===== config.mk =====
export PLATFORM = sky130hd
export DESIGN_NAME = cwbs_front
export DESIGN_NICKNAME = d
export VERILOG_FILES = /design/src/class_wise_box_suppression_assert.svh /design/src/cwbs_pkg.sv /design/src/cwbs_front.sv
export SDC_FILE = /design/constraint.sdc
export NUM_CORES = 1
export LEC_CHECK = 0
export BUFFER_PORTS_ARGS = -buffer_cell sky130_fd_sc_hd__buf_2
export CAP_MARGIN = 20
export CORE_ASPECT_RATIO = 2
export CORE_UTILIZATION = 40
export DETAILED_ROUTE_END_ITERATION = 12
export GPL_TIMING_DRIVEN = 0
export PLACE_DENSITY = 0.74
export SLEW_MARGIN = 0
export SYNTH_ARGS = -nofsm -noshare
export SYNTH_HDL_FRONTEND = slang
export SYNTH_SLANG_ARGS = --single-unit

===== constraint.sdc =====
create_clock -name clock -period 8.3 [get_ports clock]
set_clock_uncertainty 0.1 [all_clocks]
set_input_delay 0.83 -clock clock [delete_from_list [all_inputs] [get_ports clock]]
set_output_delay 0.83 -clock clock [all_outputs]
set_load 0.02 [all_outputs]

===== src/class_wise_box_suppression_assert.svh =====
// Assertion macros shared by the suppression block.
`ifndef CLASS_WISE_BOX_SUPPRESSION_ASSERT_SVH
`define CLASS_WISE_BOX_SUPPRESSION_ASSERT_SVH

`define CWBS_ASSERT_IMPL(label, clk, rst, ante, cons, msg) \
   label: assert property (@(posedge clk) disable iff (rst) (ante) |-> (cons)) \
      else $error(msg);

`define CWBS_ASSERT_NEXT(label, clk, rst, ante, cons, msg) \
   label: assert property (@(posedge clk) disable iff (rst) (ante) |=> (cons)) \
      else $error(msg);

`endif


===== src/cwbs_pkg.sv =====
package cwbs_pkg;

   localparam int COORD_W = 15;
   localparam int EDGE_W  = 16;
   localparam int PIX_W   = 12;

   localparam logic [1:0] STATUS_KEPT       = 2'd0;
   localparam logic [1:0] STATUS_SUPPRESSED = 2'd1;
   localparam logic [1:0] STATUS_DROPPED    = 2'd2;

   localparam logic [1:0] CSR_IOU_THRESHOLD = 2'd0;
   localparam logic [1:0] CSR_IMAGE_WIDTH   = 2'd1;
   localparam logic [1:0] CSR_IMAGE_HEIGHT  = 2'd2;

   typedef struct packed {
      logic                      first;
      logic signed [EDGE_W-1:0]  x0;
      logic signed [EDGE_W-1:0]  y0;
      logic signed [EDGE_W-1:0]  x1;
      logic signed [EDGE_W-1:0]  y1;
      logic [7:0]                cls;
      logic [15:0]               score;
   } box_type;

endpackage


===== src/cwbs_front.sv =====
module cwbs_front (
   input  logic                          clock,
   input  logic                          reset,
   input  logic                          req_valid,
   output logic                          req_stall,
   input  logic                          req_first_of_frame,
   input  logic signed [14:0]            req_box_x,
   input  logic signed [14:0]            req_box_y,
   input  logic [13:0]                   req_box_w,
   input  logic [13:0]                   req_box_h,
   input  logic [7:0]                    req_class_id,
   input  logic [15:0]                   req_score,
   output logic                          q_valid,
   input  logic                          q_pop,
   output cwbs_pkg::box_type             q_box
);
   import cwbs_pkg::*;

   box_type  buf_ff [2];
   logic     wp_ff, wp_in, rp_ff, rp_in;
   logic [1:0] cnt_ff, cnt_in;
   box_type  nb;
   logic     push;

   always_comb begin
      nb.first = req_first_of_frame;
      nb.x0 = EDGE_W'(req_box_x);
      nb.y0 = EDGE_W'(req_box_y);
      nb.x1 = EDGE_W'(req_box_x) + $signed({2'b00, req_box_w});
      nb.y1 = EDGE_W'(req_box_y) + $signed({2'b00, req_box_h});
      nb.cls = req_class_id;
      nb.score = req_score;
   end

   assign req_stall = (cnt_ff == 2'd2);
   assign push = req_valid && !req_stall;
   assign q_valid = (cnt_ff != 2'd0);
   assign q_box = buf_ff[rp_ff];

   always_comb begin
      wp_in = wp_ff ^ push;
      rp_in = rp_ff ^ q_pop;
      cnt_in = cnt_ff + {1'b0, push} - {1'b0, q_pop};
   end

   always_ff @(posedge clock) begin
      if (reset) begin
         wp_ff <= 1'b0;
         rp_ff <= 1'b0;
         cnt_ff <= 2'd0;
      end else begin
         wp_ff <= wp_in;
         rp_ff <= rp_in;
         cnt_ff <= cnt_in;
      end
      if (push) begin
         buf_ff[wp_ff] <= nb;
      end
   end
endmodule


==> After elaboration in Yosys (flattened, before gate mapping) <==
Memories as Yosys holds them, arrays and structs flattened. A register that Yosys moved wholly into a read port is not among the register bits.
Cells that the tools add are included.
{ "word_totals": {"mem_bits_rw": 178, "regBits": 4, "memories": 1} }
{ "op_classes": {"addsub": 4, "mux": 3, "bitwise": 2, "eq_ne": 1, "n_reduce_logical": 3} }
{ "mem_list": {"columns": ["memory", "depth", "word_bits", "read_ports", "rd_ports_with_merged_regs", "wr", "line_no", "text"], "rows": [
  ["buf_ff", 2, 89, 1, 1, 1, "cwbs_front.sv:19", "box_type buf_ff [2];"]
]} }
{ "ops": {"columns": ["op", "count"], "rows": [
  ["adder 15 x 15 -> 16 bit", 2],
  ["two-way mux 1 bit", 3],
  ["adder 2 x 1 -> 2 bit", 1],
  ["== test 2 bit (second input constant)", 1],
  ["nonzero test 2 bit", 1],
  ["subtractor 2 x 1 -> 2 bit", 1],
  ["XOR 1 bit", 2],
  ["logical AND 1 bit", 1],
  ["zero test 1 bit", 1]
]} }

==> Depth between registers and ports, before layout <==
Gate-level depths: netlist (run 1).
{ "logic_depth": {"word_depth": 5, "depth_mapped": 8, "mapped_depth_nobuf": 8} }

==> Worst setup path after synthesis (run 1) <==
Ideal clock, no wire load.
{ "synth_path": {"path_kind": "input -> register", "startpoint": "input req_valid", "endpoint": "memory buf_ff[1][0] (netlist bit) (enable)", "required_ns": 7.744, "t_arrival_ns": 3.025, "path_slack_ns": 4.719, "setup_ns": 0.456, "stages": 3, "cell_sequence": "nand2_1 > inv_1 > ha_1"} }
{ "synth_between": {"elab_chain_cells": 3} }
{ "synth_lines": {"columns": ["item", "line_no", "text"], "rows": [
  ["start: declaration", "cwbs_front.sv:4", "input logic req_valid,"],
  ["logical AND 1 bit", "cwbs_front.sv:36", "assign push = req_valid && !req_stall;"],
  ["two-way mux 1 bit", "cwbs_front.sv:56", "if (push) begin"],
  ["two-way mux 1 bit (implied by the code)", "cwbs_front.sv:57", "buf_ff[wp_ff] <= nb;"],
  ["end: declaration", "cwbs_front.sv:19", null]
]} }
Every way passes these cells.

==> results_dict.tcl, run 1 <==
set metrics [dict create \
    preCtsSetupSlack_ns 5.03 \
    unrepaired_setup_endpoints_after_global_routing "no" \
    worstSetupStartpointType "flip-flop" \
    cp-end-kind "output pin" \
    timing.slew.headroom 0.518 \
    finalInstanceArea_um2 9690 \
    synth_fp_nets 587 \
    worst-slew-pin-transition_ns 0.722 \
    final-setup-viol-count 0 \
    buffer_ports.inserted 177 \
    die_h_um 200 \
    finalSetupTns_ns 0 \
    ff2ff_path_depth 5 \
    worst_skew_pair.late_latency_ns 0.42 \
    synth_top_area_cell "edfxtp_1" \
    ir_worst_vdd_mv 0.144 \
    area_delta_synth_final_pct 24.2 \
    clk_pin_slew_ns 0.06 \
    die_w_um 101 \
    netlist-cell-type-count 49 \
    run_status "complete, no violations" \
    via_count 4754 \
    synth_warn 0 \
    synth.top_cell.area_share 0.670 \
    wl_per_cell_um 17.9 \
    arrival_ns 2.39 \
    drtPass1Iterations 4 \
    ratio_of_routed_vias_to_standard_cells 5.10 \
    synth.top_cells.by_area "edfxtp_1, mux2_2, ha_1" \
    synth_compound_gate_area_share 0.0632 \
    totalWireLength_um 16700 \
    antenna_found_initial 2 \
    power.share.clock 0.307 \
    ff_to_ff_setup_slack_ns 6.15 \
    grtUsageTotal 0.167 \
    cts-root-buf "clkbuf_16" \
    synth_enable_flop_cells 174 \
    timing.final.hold_violations 0 \
    ctsLongestPathBuffers 2 \
    placedCellCount 900 \
    worstReg2RegEnd "buf_ff[0][37]" \
    antenna_cells_inserted 0 \
    required_ns 7.37 \
    muxShareOfSynthArea 0.126 \
    global_route.overflow_total 0 \
    first_global_vias 5020 \
    pwr_density_cell_nw_per_um2 274 \
    hp-start "req_score[0]" \
    synth_cells 466 \
    synth_top_family_by_area "multiplexers" \
    grt_first_pass_wirelength_um 24400 \
    place_congestion 0.886 \
    first_iter_violations 153 \
    htree_num_levels 4 \
    min_path_type "in2reg" \
    final.period_utilization 0.400 \
    total_power_mw 2.65 \
    antenna_violating_nets_post_route 0 \
    tritoncts "done" \
    switching_share 0.279 \
    hold-path-cell-count 1 \
    final_cells 932 \
    fin_nets 785 \
    drc 0 \
    postPlaceCellArea_um2 9090 \
    ys_async_sr_fraction 0 \
    simple_gate_area_share_of_the_yosys_netlist 0.0301 \
    clock_sinks 178 \
    synth.yosys.seq_area_share 0.680 \
    holdPathEnd "buf_ff[0][0]" \
    post_cts_resized 0 \
    power.static_leakage_nw 3.74 \
    synth_ff_type "edfxtp_1" \
    synthAdderAreaFrac 0.0564 \
    cts_hold_repair.buffers 0 \
    synthXorXnorAreaFrac 0.0292 \
    avgSynthCellArea_um2 16.7 \
    regToRegStartpoint "cnt_ff[0]" \
    layout-drive-gt1-share 0.458 \
    count_of_state_elements_after_synthesis 178 \
    intPower_mw 1.91 \
    final-max-slew-violation-count 0 \
    placement_rows 71 \
    initial_utilization 0.412 \
    post-dp-hpwl_um 12000 \
    final_critical_path_setup_slack_ns 4.98 \
    postCtsSetupBuffers 0 \
    fmax_mhz 301 \
    syn_area_um2 7800 \
    core_region_area_um2 18900 \
    critical_path_class "reg2out" \
    grt_max_degree 46 \
    final.min_clock_period_ns 3.32 \
    tritoncts.num_buffers 17 \
    power_frac_comb 0.237 \
    switching_power_mw 0.740 \
    share_of_power_burned_in_registers 0.456 \
    synth_most_common_cell "edfxtp_1" \
    floorplan.die_area_um2 20100 \
    drv_cap 0 \
    io-pin-count 178 \
    synthTopCellsByCount "edfxtp_1, mux2_2, ha_1" \
    path_max_fanout 10 \
]
==> metal layers <==
layer / share of wire / global-route usage / wire length [µm]
met4: 0.028 / 0.0907 / 459
met3: 0.046 / 0.0483 / 771
met2: 0.60 / 0.336 / 9950
met1: 0.33 / 0.140 / 5470
met5: 0.0011 / 0 / 18
==> registers in the layout, summed over array words and instances, names as in the netlist <==
register	count
rp_ff	1
buf_ff	174
wp_ff	1
cnt_ff	2
==> worst max-delay path by stage <==
stage,start,to,slack (ns),cells after the start
detailed placement,req_box_y[0],buf_ff[0][36],5.03,8
global route,rp_ff,q_box[71],4.73,6
global placement,req_valid,buf_ff[1][63],3.48,4
floorplan,req_valid,buf_ff[1][0],4.72,3
CTS,rp_ff,q_box[71],4.82,6
finish,rp_ff,q_box[71],4.98,6
==> power by group through the flow <==
stage | clock, mW | combinational (mW) | sequential (mW)
global route | 0.865 | 0.676 | 1.22
finish | 0.816 | 0.629 | 1.21
CTS | 0.838 | 0.638 | 1.21
global placement | 0 | 0.598 | 1.24
detailed placement | 0 | 0.634 | 1.23
floorplan | 0 | 0.412 | 1.23
==> layout make-up <==
type / instances / area [µm²]
Buffer: 14 / 65.1
Clock buffer: 21 / 440
Clock inverter: 11 / 161
Fill cell: 1599 / 9230
Inverter: 15 / 56.3
Multi-Input combinational cell: 259 / 2400
Sequential cell: 178 / 5310
Tap cell: 255 / 319
Timing Repair Buffer: 179 / 941
==> placed cells by master, fill, tap and decap left out, drive strengths merged, types with 6 or more instances in the layout <==
cell type / Yosys / final
xor2: 11 / 11
inv: 15 / 15
nor3: 6 / 6
nor2: 9 / 9
edfxtp: 174 / 174
o21ai: 10 / 10
ha: 32 / 32
clkbuf: 7 / 28
a21oi: 17 / 17
xnor2: 15 / 15
buf: 7 / 186
clkinv: 0 / 6
nand2: 12 / 12
a21o: 10 / 10
mux2: 87 / 87
nand3: 7 / 7
==> worst max-delay path, stage by stage, from the launching register on <==
cell and delay, ns:
dfxtp_1 0.30, clkbuf_1 0.31, buf_2 0.35, buf_2 0.32
mux2_2 0.40, buf_4 0.13, buf_2 0.15
==> through the flow <==
step	hold slack, ns	util
6_report	0.494	0.512
5_1_grt	0.465	0.512
4_1_cts	0.463	0.512
3_5_place_dp	0.471	0.480
3_3_place_gp	0.423	0.476
2_1_floorplan	0.399	-
==> cell families after synthesis <==
| kind of cell | Yosys count |
|---|---|
| buf+inv | 29 |
| xor+xnor | 26 |
| simple gates | 47 |
| fa+ha+maj | 34 |
| compound gates | 65 |
| flops | 178 |
| mux | 87 |
No activity file was read; power rests on OpenSTA's default activity.
==> run 2: changes to the inputs <==
==> constraint.sdc (replaced) <==
create_clock -name clock -period 3.1 [get_ports clock]
set_clock_uncertainty 0.1 [all_clocks]
set_input_delay 0.31 -clock clock [delete_from_list [all_inputs] [get_ports clock]]
set_output_delay 0.31 -clock clock [all_outputs]
set_load 0.02 [all_outputs]
==> run 2 against run 1 <==
Largest power group unchanged. Non-clock buffer count grew 52. Count of clock-buffer cells in the layout is the same. Critical path depth increased by 3. Combinational power grew to 2.8 times the previous value. Highest routed layer is now met4. Sequential power rose to 2.7 times the previous value. Wire length rose by 4.5%. Global-route usage grew 0.87 points. Die area unchanged. Total power grew to 2.7 times the previous value. First-iteration DRC count up 9.8%. Core utilization increased by 2.8 points. Sequential share of layout area decreased by 2.8 points.
==> results_dict.tcl, run 2 (synthesis results as in run 1) <==
set metrics [dict create \
    largest_reg_flops 174 \
    fin_nets 837 \
    worst_skew_pair.late_latency_ns 0.42 \
    ir_worst_vdd_mv 0.389 \
    num-fill-cells 1530 \
    totalWireLength_um 17400 \
    first_iter_violations 168 \
    io-pin-count 178 \
    cts_hold_repair.buffers 52 \
    timing.final.hold_violations 0 \
    final_util 0.540 \
    unrepaired_setup_endpoints_after_global_routing "no" \
    pwr_density_cell_nw_per_um2 702 \
    final.period_utilization 0.940 \
    cpMaxStageDelayCell "dlygate4sd3_1" \
    htree_num_levels 4 \
    critical_path_class "in2reg" \
    wl_per_cell_um 17.7 \
    drtPass1Iterations 4 \
    clk_pin_slew_ns 0.06 \
    tritoncts.num_buffers 17 \
    tritoncts "done" \
    post-dp-hpwl_um 12000 \
    path_max_fanout 3 \
    area_delta_synth_final_pct 30.9 \
    arrival_ns 2.99 \
    ratio_of_routed_vias_to_standard_cells 5.04 \
    worstPathCellList "dlygate4sd3_1 > buf_2 > ha_1 > fa_1 > a21oi_1 > o221ai_1 > o31ai_1 > o21ai_1 > xor2_1" \
    final-max-slew-violation-count 0 \
    global_route.overflow_total 0 \
    run_status "complete, no violations" \
    cp-end-kind "flip-flop" \
    grt_max_degree 46 \
    die_h_um 200 \
    postCtsSetupBuffers 0 \
    critPathMaxStageDelay_ns 0.55 \
    grt_first_pass_wirelength_um 25800 \
    layout.cells.most_common "buf_2" \
    cts-root-buf "clkbuf_16" \
    finalInstanceArea_um2 10200 \
    final.min_clock_period_ns 2.91 \
    worst-slew-pin-transition_ns 0.727 \
    timing.slew.headroom 0.515 \
    antenna_violating_nets_post_route 0 \
    final-setup-viol-count 0 \
    layout-drive-gt1-share 0.425 \
    postPlaceCellArea_um2 9090 \
    largest_registers_ranked_by_flip_flop_count "buf_ff: 174 flops, cnt_ff: 2 flops" \
    floorplan.die_area_um2 20100 \
    drc 0 \
    clock_sinks 178 \
    core_region_area_um2 18900 \
    ctsLongestPathBuffers 2 \
    placement_rows 71 \
    post_cts_resized 0 \
    grtUsageTotal 0.176 \
    min_path_type "in2reg" \
    power.static_leakage_nw 3.96 \
    via_count 4973 \
    place_congestion 0.886 \
    ff2ff_path_depth 5 \
    antenna_found_initial 1 \
    initial_utilization 0.412 \
    fmax_mhz 343 \
    required_ns 3.17 \
    drv_cap 0 \
    first_global_vias 5221 \
    hold-path-cell-count 1 \
    buffer_ports.inserted 177 \
    die_w_um 101 \
    registers.top_by_ff_count "buf_ff" \
    worstSetupStartpointType "input port" \
    most_frequent_cells_in_the_layout "buf_2, edfxtp_1, mux2_2" \
]
[run 2: cell types whose count changed in the layout (fill, tap and decap cells not counted)]
cell	change
diode_2	+2
dlygate4sd3_1	+52
[run 2: power by group]
group	leakage [nW]	switching (mW)	internal [mW]
Combinational	2.02	1.06	0.679
Sequential	1.66	0.0887	3.15
Clock	0.288	0.853	1.34
[run 2: area by class of cell]
type                            count  area, µm²  area share
Antenna cell                        2       5.00    0.000490
Timing Repair Buffer              231       1460       0.143
Clock inverter                     11        161      0.0158
Sequential cell                   178       5310       0.519
Multi-Input combinational cell    259       2400       0.235
Clock buffer                       21        440      0.0431
Tap cell                          255        319      0.0312
Inverter                           15       56.3     0.00551
Buffer                             14       65.1     0.00637
[run 2: final timing paths]
| path | start | end | slack [ns] |
|---|---|---|---|
| worst min register to register | cnt_ff[1] | cnt_ff[1] | 0.50 |
| worst min-delay path | req_box_x[14] | buf_ff[1][87] | 0.03 |
| worst max-delay path | req_box_y[0] | buf_ff[1][36] | 0.19 |
| worst max register to register | cnt_ff[0] | buf_ff[1][69] | 0.91 |
[run 2: metrics by stage]
| step | TNS, ns | power, mW | cells | setup WS (ns) | hold slack [ns] |
|---|---|---|---|---|---|
| floorplan | -16.58 | 4.39 | 466 | -0.0953 | 0.277 |
| detailed placement | 0 | 4.99 | 900 | 0.354 | 0.403 |
| global placement | -218.86 | 4.92 | 898 | -1.27 | 0.399 |
| finish | 0 | 7.17 | 986 | 0.186 | 0.0287 |
| CTS | 0 | 7.25 | 984 | 0.144 | 0.00376 |
| global route | 0 | 7.46 | 985 | 0.0523 | 0.00777 |
[run 2: critical path: cells and delay by family]
| family | cells | cell delay (ns) |
|---|---|---|
| xor+xnor | 1 | 0.18 |
| compound gates | 4 | 1.13 |
| fa+ha+maj | 2 | 0.67 |
| buf+inv | 2 | 0.70 |
[run 2: metal layers]
metal  vias to the layer above  global-route usage  share of wire  wire, µm
li1                       2316                   -              -         -
met5                         -                   0              0         0
met2                       168               0.349           0.59     10300
met4                         0              0.0966          0.032       565
met3                        40              0.0472          0.042       724
met1                      2449               0.153           0.34      5840
